`config.mk`:
```
export PLATFORM = sky130hd
export DESIGN_NAME = cmpl_front
export DESIGN_NICKNAME = d
export VERILOG_FILES = /design/src/cmpl_pkg.sv /design/src/cmpl_front.sv
export SDC_FILE = /design/constraint.sdc
export NUM_CORES = 1
export LEC_CHECK = 0
export CORE_MARGIN = 4
export CORE_UTILIZATION = 35
export CTS_CLUSTER_SIZE = 30
export DETAILED_ROUTE_END_ITERATION = 12
export DONT_BUFFER_PORTS = 1
export SLEW_MARGIN = 20
export SYNTH_ARGS = -nofsm -noshare
export SYNTH_HDL_FRONTEND = slang
export SYNTH_SLANG_ARGS = --single-unit
```
`constraint.sdc`:
```
create_clock -name clock -period 8.95 [get_ports clock]
set_clock_uncertainty 0.1 [all_clocks]
set_input_delay 2.685 -clock clock [delete_from_list [all_inputs] [get_ports clock]]
set_output_delay 2.685 -clock clock [all_outputs]
set_load 0.02 [all_outputs]
```
`src/cmpl_pkg.sv`:
```
// colormap piecewise-linear unit: shared types and constants
// used by cmpl_front, cmpl_back and the top level; no dependencies
`timescale 1ns / 1ps

package cmpl_pkg;

   localparam int DATA_W     = 16;
   localparam int IDX_W      = 4;
   localparam int CFG_W      = 5;
   localparam int COLOR_W    = 3 * DATA_W;
   localparam int ENTRY_W    = DATA_W + COLOR_W;
   localparam int NUM_CHAN   = 3;
   localparam int PROD_W     = 2 * DATA_W;
   localparam int ACC_W      = PROD_W + 1;
   localparam int DIV_CNT_W  = $clog2(DATA_W);

   localparam logic OP_WRITE = 1'b0;
   localparam logic OP_MAP   = 1'b1;

   localparam logic [CFG_W-1:0] SAMPLE_COUNT_RESET = CFG_W'(2);

   typedef struct packed {
      logic                is_map;
      logic                wr_en;
      logic [IDX_W-1:0]    wr_idx;
      logic [DATA_W-1:0]   position;
      logic [COLOR_W-1:0]  color;
      logic [DATA_W-1:0]   sample;
   } item_type;

   typedef enum logic [3:0] {
      S_IDLE,
      S_PFIRST,
      S_CLAMP,
      S_SRCH,
      S_LO,
      S_HI,
      S_MUL,
      S_SUM,
      S_DIV,
      S_DONE
   } state_type;

endpackage

```
`src/cmpl_front.sv`:
```
// front end: accepts request transactions, classifies them, queues them
// depends on cmpl_pkg
`timescale 1ns / 1ps

module cmpl_front #(
   parameter int MAX_ENTRIES = 16
) (
   input  logic                       clock,
   input  logic                       reset,
   input  logic                       req_valid,
   output logic                       req_ready,
   input  logic                       req_opcode,
   input  logic [cmpl_pkg::IDX_W-1:0] req_entry_index,
   input  logic [cmpl_pkg::DATA_W-1:0] req_entry_position,
   input  logic [cmpl_pkg::DATA_W-1:0] req_entry_hue,
   input  logic [cmpl_pkg::DATA_W-1:0] req_entry_saturation,
   input  logic [cmpl_pkg::DATA_W-1:0] req_entry_brightness,
   input  logic [cmpl_pkg::DATA_W-1:0] req_sample_value,
   output logic                       item_valid,
   output cmpl_pkg::item_type         item,
   input  logic                       item_pop
);

   localparam int IDX_CMP_W = cmpl_pkg::IDX_W + 8;

   cmpl_pkg::item_type q_ff [2];
   cmpl_pkg::item_type new_item;
   logic       wr_ptr_ff, wr_ptr_in;
   logic       rd_ptr_ff, rd_ptr_in;
   logic [1:0] count_ff, count_in;
   logic       push;

   always_comb begin
      new_item.is_map   = (req_opcode == cmpl_pkg::OP_MAP);
      new_item.wr_en    = (req_opcode == cmpl_pkg::OP_WRITE) &&
                          (IDX_CMP_W'(req_entry_index) < IDX_CMP_W'(MAX_ENTRIES));
      new_item.wr_idx   = req_entry_index;
      new_item.position = req_entry_position;
      new_item.color    = {req_entry_hue, req_entry_saturation, req_entry_brightness};
      new_item.sample   = req_sample_value;
   end

   assign req_ready  = (count_ff != 2'd2);
   assign push       = req_valid && req_ready;
   assign item_valid = (count_ff != 2'd0);
   assign item       = q_ff[rd_ptr_ff];

   always_comb begin
      wr_ptr_in = wr_ptr_ff ^ push;
      rd_ptr_in = rd_ptr_ff ^ item_pop;
      count_in  = count_ff + 2'(push) - 2'(item_pop);
   end

   always_ff @(posedge clock) begin
      if (reset) begin
         wr_ptr_ff <= 1'b0;
         rd_ptr_ff <= 1'b0;
         count_ff  <= 2'd0;
      end else begin
         wr_ptr_ff <= wr_ptr_in;
         rd_ptr_ff <= rd_ptr_in;
         count_ff  <= count_in;
      end
   end

   always_ff @(posedge clock) begin
      if (push) begin
         q_ff[wr_ptr_ff] <= new_item;
      end
   end

   assert property (@(posedge clock) disable iff (reset)
      item_pop |-> item_valid)
      else $error("queue popped while empty");

   assert property (@(posedge clock) disable iff (reset)
      (count_ff == 2'd0) |-> (wr_ptr_ff == rd_ptr_ff))
      else $error("empty queue with unequal pointers");

   assert property (@(posedge clock) disable iff (reset)
      (count_ff == 2'd2 && !item_pop) |=> (count_ff == 2'd2))
      else $error("full queue lost an entry");

endmodule

```
==> results.json, run 1 <==
{
  "status": "finished clean",
  "grt_first_pass_wirelength_um": 16100,
  "cp_data_arrival_time_ns": 2.42,
  "regArea_um2": 5250,
  "cts_resized": 0,
  "synth_seq_cells": 176,
  "route.detailed.drc": 0,
  "postSynthAreaPerCell_um2": 22.4,
  "fin_tns_setup_ns": 0,
  "vias": 2607,
  "whs_ns": 0.543,
  "post-place-ws_ns": 4.15,
  "fin_crit_sh": 0.581,
  "dieArea_um2": 20900,
  "gp_congestion": 0.669,
  "yosys-mux-area-fraction": 0.167,
  "layout-drive-gt1-share": 0.377,
  "fin_crit_ns": 5.20,
  "cts_hold_buf": 0,
  "overflow": 0,
  "wl_per_cell_um": 20.6,
  "crit_path_max_incr_delay_ns": 0.74,
  "ys_seq_area_frac": 0.802,
  "grt_use_total": 0.106,
  "post-route-util": 0.405,
  "synthesis.instances": 292,
  "cts.clk_slew.worst_paths_ns": 0.06,
  "multiInputGateArea_um2": 1220,
  "syn-cell-area_um2": 6540,
  "synth_compound_area_frac": 0.00230,
  "die_h_um": 145,
  "htree_levels": 4,
  "p_per_area_nw_per_um2": 266,
  "critPathMaxFanout": 44,
  "dr.pass1.iters": 4,
  "grt_pass1_vias": 2823,
  "synth_warnings": 0,
  "die_w_um": 145,
  "ir_worst_vdd_v": 0.000119,
  "criticalPathCategory": "reg2out",
  "syn2layout_area_growth_pct": 12.5,
  "worst_pin_slew_ns": 0.973,
  "rows": 49,
  "core-area_um2": 18100,
  "fmax_ghz": 0.192,
  "hold_violations": 0,
  "cts_tree": "yes",
  "critPathCaptureType": "output port",
  "synth_top_family_by_area": "multiplexers",
  "ios": 177,
  "nNetsFinal": 396,
  "yosys.area_share.simple": 0.00785,
  "finalSetupViolCount": 0,
  "maxSlewViolCount": 0,
  "antenna_found_initial": 0,
  "maxCapViolCount": 0,
  "relSlewSlack": 0.351,
  "synth_area_leaders": "edfxtp_1, mux2_2, mux2_4",
  "synth_xor_area_frac": 0.00268,
  "cts_buffers": 17,
  "clock_path_buffers": 2,
  "yosysTopAreaCell": "edfxtp_1",
  "hold_path.class": "reg2reg",
  "power_leakage_nw": 2.43,
  "fin_ws_ns": 3.75,
  "start_kind": "flop",
  "post_cts_buffers": 0,
  "numPortBuffers": 0,
  "clock_latency_ns": 0.41,
  "initial_core_util": 0.360,
  "dp_hpwl_um": 7390,
  "rsz0062_at_grt": "false",
  "routed_wl_um": 11300,
  "diodes": 0,
  "path_cells": "buf_4, mux2_2",
  "grt_max_degree": 71,
  "slowest_stage": "dfxtp_4",
  "worstPathRequired_ns": 6.17,
  "antenna_left": 0,
  "synth_top_area_share": 0.790,
  "detail_route.iter0.violations": 100,
  "clock-sinks": 176,
  "syn_nets": 383,
  "synth_fa_ha_area_frac": 0.00383,
  "avgViaCountPerCell": 4.77,
  "synth_cell_types": 18,
  "root_buffer": "clkbuf_16",
  "num-fill-cells": 1604
}
cell families after synthesis:
| kind of cell | count (synthesis) |
|---|---|
| AOI/OAI and AO/OA | 2 |
| adders and majority gates | 2 |
| muxes | 87 |
| xor gates and xnor gates | 2 |
| and+or+nand+nor | 10 |
| buffers and inverters | 13 |
| DFF | 176 |
metal layers:
layer  share of wire  global-route usage
met2            0.50               0.171
met3            0.13              0.0716
met1            0.36               0.110
met5               0                   0
met4           0.010              0.0398
cell usage after synthesis, drive strengths merged:
library cell and count:
or2 1, buf 10, nor3b 1, a21oi 1
edfxtp 172, dfxtp 4, xnor2 2, ha 2
nor2b 2, nor2 4, inv 3, mux2 87
nand2b 1, nand2 1, a21bo 1
cell usage in the layout, fill, tap and decap left out, types with 4 or more instances in the layout:
cell       Yosys  layout
buf_4          0       4
edfxtp_1     172     172
clkbuf_16      0      17
mux2_2        56      56
clkinv_1       0       4
mux2_4        30      30
final cells by class:
type                            instances  area share
Inverter                                3     0.00153
Multi-Input combinational cell        103       0.166
Clock buffer                           20      0.0594
Timing Repair Buffer                    4     0.00408
Sequential cell                       176       0.714
Tap cell                              229      0.0390
Clock inverter                         12      0.0162
power by group:
| part | switching [mW] | internal, mW | total [mW] | leakage [nW] |
|---|---|---|---|---|
| sequential | 0.0248 | 0.999 | 1.02 | 1.64 |
| clock | 0.287 | 0.407 | 0.695 | 0.268 |
| combinational | 0.159 | 0.0788 | 0.238 | 0.524 |
critical path, delay by kind of cell (launching register included):
kind                   cells  cell delay [ns]
buffers and inverters      1             0.68
DFF                        1             0.74
muxes                      1             0.48
final timing paths:
check | startpoint | to | slack (ns) | cells past startpoint
worst min-delay path | count_ff[1] | count_ff[1] | 0.54 | 2
worst min register to register | count_ff[1] | count_ff[1] | 0.54 | 2
worst max register to register | count_ff[0] | q_ff[0][30] | 6.34 | 5
worst max-delay path | rd_ptr_ff | item[27] | 3.75 | 2
through the flow:
stage / total power [mW] / instance area, um2 / cells
floorplan: 1.25 / 6540 / 292
global placement: 1.28 / 6800 / 515
detailed placement: 1.29 / 6800 / 515
CTS: 1.99 / 7350 / 547
global route: 2.04 / 7350 / 547
finish: 1.96 / 7350 / 547
flip-flops by register name (all words and copies together), names as in the netlist:
register,flops
rd_ptr_ff,1
q_ff,172
count_ff,2
wr_ptr_ff,1
Note: power is estimated with default switching activity, not from simulation.
==> inputs of run 2 (changes only) <==
==> constraint.sdc (replaced) <==
create_clock -name clock -period 4.3 [get_ports clock]
set_clock_uncertainty 0.1 [all_clocks]
set_input_delay 1.29 -clock clock [delete_from_list [all_inputs] [get_ports clock]]
set_output_delay 1.29 -clock clock [all_outputs]
set_load 0.02 [all_outputs]
==> run 2 against run 1 <==
  * Hold slack got worse by 0.0081 ns
  * Power grew 110%
  * Clock power grew 120%
  * Wire length decreased by 0.49%
  * Combinational power increased by 110%
  * Sequential cell count did not move
  * Critical path type unchanged
  * Largest power group unchanged
  * Highest routed layer unchanged
==> results.json, run 2 (synthesized netlist as in run 1, its figures left out) <==
{
  "htree_levels": 4,
  "cts_resized": 0,
  "slowest_stage": "dfxtp_4",
  "core-area_um2": 18100,
  "avgViaCountPerCell": 4.73,
  "critPathMaxFanout": 37,
  "rows": 49,
  "path_cells": "buf_4, mux2_2",
  "num-fill-cells": 1613,
  "worstPathRequired_ns": 2.91,
  "status": "finished clean",
  "layout_common_cells": "edfxtp_1, mux2_2, mux2_4",
  "ios": 177,
  "grt_pass1_vias": 2874,
  "grt_first_pass_wirelength_um": 16200,
  "regMostFlops": "q_ff",
  "finalSetupViolCount": 0,
  "start_kind": "flop",
  "layout-drive-gt1-share": 0.388,
  "grt_max_degree": 55,
  "post-route-util": 0.408,
  "cts_hold_buf": 0,
  "diodes": 0,
  "die_h_um": 145,
  "initial_core_util": 0.360,
  "ir_worst_vdd_v": 0.000262,
  "mostFrequentLayoutCell": "edfxtp_1",
  "clock_path_buffers": 2,
  "gp_congestion": 0.660,
  "dp_hpwl_um": 7530,
  "routed_wl_um": 11200,
  "die_w_um": 145,
  "antenna_found_initial": 0,
  "dr.pass1.iters": 4,
  "grt_use_total": 0.107,
  "clock-sinks": 176,
  "fin_crit_ns": 3.40,
  "maxSlewViolCount": 0,
  "reg_top3": "q_ff: 172 flops, count_ff: 2 flops",
  "nNetsFinal": 398,
  "critPathBufInv": 1,
  "rsz0062_at_grt": "false",
  "largest_register_ffs": 172,
  "cts.clk_slew.worst_paths_ns": 0.06,
  "detail_route.iter0.violations": 101,
  "critPathTopFamily": "flip-flops",
  "criticalPathCategory": "reg2out",
  "crit_path_max_incr_delay_ns": 0.76,
  "power_leakage_nw": 2.46,
  "maxCapViolCount": 0,
  "p_per_area_nw_per_um2": 560,
  "numPortBuffers": 0,
  "route.detailed.drc": 0,
  "antenna_left": 0,
  "wl_per_cell_um": 20.4,
  "fmax_ghz": 0.294,
  "cp_data_arrival_time_ns": 2.01,
  "worst_pin_slew_ns": 0.750,
  "critPathCaptureType": "output port",
  "cts_tree": "yes",
  "whs_ns": 0.535,
  "cts_buffers": 17,
  "relSlewSlack": 0.500,
  "post_cts_buffers": 0,
  "fin_crit_sh": 0.792,
  "dieArea_um2": 20900,
  "hold_violations": 0,
  "fin_tns_setup_ns": 0,
  "clock_latency_ns": 0.40,
  "hold_path.class": "reg2reg",
  "syn2layout_area_growth_pct": 13.3,
  "overflow": 0,
  "root_buffer": "clkbuf_16",
  "vias": 2596
}
[run 2: cell count changes in the layout (fill, tap and decap cells not counted), sizes merged]
cell,before,now
buf,4,6
bufinv,2,3
inv,3,4
clkinvlp,1,2
clkinv,9,5
clkbuf,20,21
[run 2: final timing paths]
path                from          end  slack [ns]  depth (start not counted)
max            rd_ptr_ff     item[20]        0.90                          2
min          count_ff[1]  count_ff[1]        0.54                          2
max reg2reg  count_ff[0]  q_ff[0][45]        1.95                          5
min reg2reg  count_ff[1]  count_ff[1]        0.54                          2
[run 2: worst register-to-register path, cell delays in order (launching register included)]
cell      delay (ns)
dfxtp_1         0.38
nand2b_1        0.30
nand2_1         0.21
inv_1           0.13
ha_4            0.49
buf_12          0.38
[run 2: routing by layer]
| metal | global-route usage | share of wire | vias to the layer above |
|---|---|---|---|
| met4 | 0.0398 | 0.012 | 0 |
| met3 | 0.0713 | 0.13 | 7 |
| met2 | 0.177 | 0.50 | 118 |
| met5 | 0 | 0 | - |
| li1 | - | - | 1178 |
| met1 | 0.108 | 0.36 | 1293 |
[run 2: per-stage QoR]
| step | cell area (um2) | cells | total power, mW | worst slack, ns |
|---|---|---|---|---|
| floorplan | 6540 | 292 | 2.60 | 0.144 |
| global placement | 6830 | 517 | 2.68 | 1.29 |
| detailed placement | 6830 | 517 | 2.69 | 1.26 |
| CTS | 7410 | 549 | 4.22 | 0.805 |
| global route | 7410 | 549 | 4.33 | 0.761 |
| finish | 7410 | 549 | 4.14 | 0.896 |
[run 2: area by class of cell]
class                           instances  area, um2  area share
Clock buffer                           21        440      0.0595
Clock inverter                         11        141      0.0191
Inverter                                3       11.3     0.00152
Multi-Input combinational cell        103       1220       0.165
Sequential cell                       176       5250       0.709
Tap cell                              229        287      0.0387
Timing Repair Buffer                    6       57.6     0.00777
[run 2: report_power, final]
group	internal [mW]	leakage [nW]	switching, mW	total, mW
Sequential	2.08	1.64	0.0536	2.13
Clock	0.912	0.279	0.599	1.51
Combinational	0.171	0.538	0.331	0.502
==> inputs of run 3 (changes only) <==
==> constraint.sdc (replaced) <==
create_clock -name clock -period 3.55 [get_ports clock]
set_clock_uncertainty 0.1 [all_clocks]
set_input_delay 1.065 -clock clock [delete_from_list [all_inputs] [get_ports clock]]
set_output_delay 1.065 -clock clock [all_outputs]
set_load 0.02 [all_outputs]
==> run 3 against run 2 <==
  * Core utilization rose by 0.24 points
  * Critical path depth did not move
  * Largest cell class unchanged
  * Design area rose by 0.59%
  * Setup slack got worse by 0.35 ns
  * Sequential cell count did not move
  * Global-route usage rose by 0.23 points
  * Die area did not move
  * First-iteration DRC count rose by 18%
==> results.json, run 3 (synthesized netlist as in run 1, its figures left out) <==
{
  "met3_length_um": 1440,
  "dr.pass1.iters": 4,
  "r2r-end": "q_ff[0][65]",
  "num-fill-cells": 1599,
  "largest_register_ffs": 172,
  "critPathMaxFanout": 31,
  "hold_path.class": "reg2reg",
  "cts_buffers": 17,
  "layout-drive-gt1-share": 0.386,
  "r2r_slack_ns": 1.38,
  "maxCapViolCount": 0,
  "nNetsFinal": 398,
  "top_layer_used": "met5",
  "overflow": 0,
  "p_per_area_nw_per_um2": 682,
  "rows": 49,
  "fin_tns_setup_ns": 0,
  "dp_cells": 517,
  "critPathCaptureType": "output port",
  "syn2layout_area_growth_pct": 13.9,
  "ios": 177,
  "vias": 2619,
  "grt_pass1_vias": 2883,
  "reg2reg_depth": 5,
  "cts_tree": "yes",
  "route.detailed.drc": 0,
  "dp_hpwl_um": 7630,
  "cts.clk_slew.worst_paths_ns": 0.06,
  "finalSetupViolCount": 0,
  "fin_crit_ns": 3.00,
  "antenna_found_initial": 1,
  "mostFrequentLayoutCell": "edfxtp_1",
  "antenna_left": 0,
  "grt_max_degree": 48,
  "grt_first_pass_wirelength_um": 16700,
  "grt_use_total": 0.109,
  "multiInputGateArea_um2": 1220,
  "dieArea_um2": 20900,
  "detail_route.iter0.violations": 119,
  "die_w_um": 145,
  "status": "finished clean",
  "numPortBuffers": 0,
  "wl_met1_um": 4100,
  "criticalPathCategory": "reg2out",
  "rsz0062_at_grt": "false",
  "reg_top3": "q_ff: 172 flops, count_ff: 2 flops",
  "met2_length_um": 5650,
  "post-route-util": 0.411,
  "relSlewSlack": 0.557,
  "die_h_um": 145,
  "worst_pin_slew_ns": 0.664,
  "fin_crit_sh": 0.845,
  "htree_levels": 4,
  "cts_resized": 0,
  "core-area_um2": 18100,
  "worstHoldStart": "count_ff[1]",
  "clock-sinks": 176,
  "start_kind": "flop",
  "clock_latency_ns": 0.40,
  "clock_path_buffers": 2,
  "min_delay_path_depth": 2,
  "fmax_ghz": 0.333,
  "cts_hold_buf": 0,
  "regMostFlops": "q_ff",
  "avgViaCountPerCell": 4.78,
  "routed_wl_um": 11300,
  "timing.rr.start": "count_ff[0]",
  "layout_common_cells": "edfxtp_1, mux2_2, mux2_4",
  "cp_data_arrival_time_ns": 1.83,
  "whs_ns": 0.549,
  "total_power_mw": 5.08,
  "initial_core_util": 0.360,
  "min_to": "count_ff[1]",
  "fin_cells": 548,
  "post_cts_buffers": 0,
  "maxSlewViolCount": 0,
  "hold_violations": 0,
  "worstPathRequired_ns": 2.38,
  "gp_congestion": 0.725,
  "power_leakage_nw": 2.48,
  "wl_per_cell_um": 20.7,
  "ir_worst_vdd_v": 0.000298,
  "regArea_um2": 5250,
  "root_buffer": "clkbuf_16",
  "diodes": 0
}
[run 3: cell count changes in the layout (fill, tap and decap cells not counted), moves of 2 or more]
cell / before / now
buf_12: 1 / 3
buf_4: 5 / 3
clkbuf_1: 4 / 2
clkinv_1: 1 / 3
clkinv_4: 1 / 3
clkinvlp_4: 2 / 0
[run 3: worst max-delay path by stage]
stage | slack (ns) | depth (start not counted) | end | start
finish | 0.55 | 2 | item[0] | rd_ptr_ff
global route | 0.44 | 2 | item[3] | rd_ptr_ff
CTS | 0.50 | 2 | item[0] | rd_ptr_ff
detailed placement | 0.94 | 2 | item[0] | rd_ptr_ff
global placement | 0.96 | 2 | item[83] | rd_ptr_ff
floorplan | 0.57 | 2 | q_ff[1][0] | req_valid
[run 3: stage by stage]
step | worst slack [ns] | area [um2]
floorplan | 0.569 | 6550
global placement | 0.961 | 6850
detailed placement | 0.944 | 6850
CTS | 0.498 | 7450
global route | 0.440 | 7450
finish | 0.551 | 7450
[run 3: final cells by class]
cell class | instances | area share
clock inverters | 12 | 0.0225
flip-flops and latches | 176 | 0.704
inverters | 3 | 0.00151
repair buffers | 6 | 0.0111
clock buffers | 19 | 0.0581
well taps | 229 | 0.0385
multi-input cells | 103 | 0.164
[run 3: per-layer routing]
metal,GRT usage,vias up
met5,0,-
met4,0.0324,2
met3,0.0762,9
met2,0.179,113
met1,0.113,1323
li1,-,1172
[run 3: worst max-delay path, cell delays in order (launching register included)]
cell and delay [ns]:
dfxtp_4 0.67, buf_12 0.30, mux2_2 0.43
[run 3: where the power goes]
part	leakage [nW]	switching, mW	internal, mW
Sequential	1.64	0.0587	2.52
Clock	0.293	0.716	1.17
Combinational	0.545	0.410	0.212
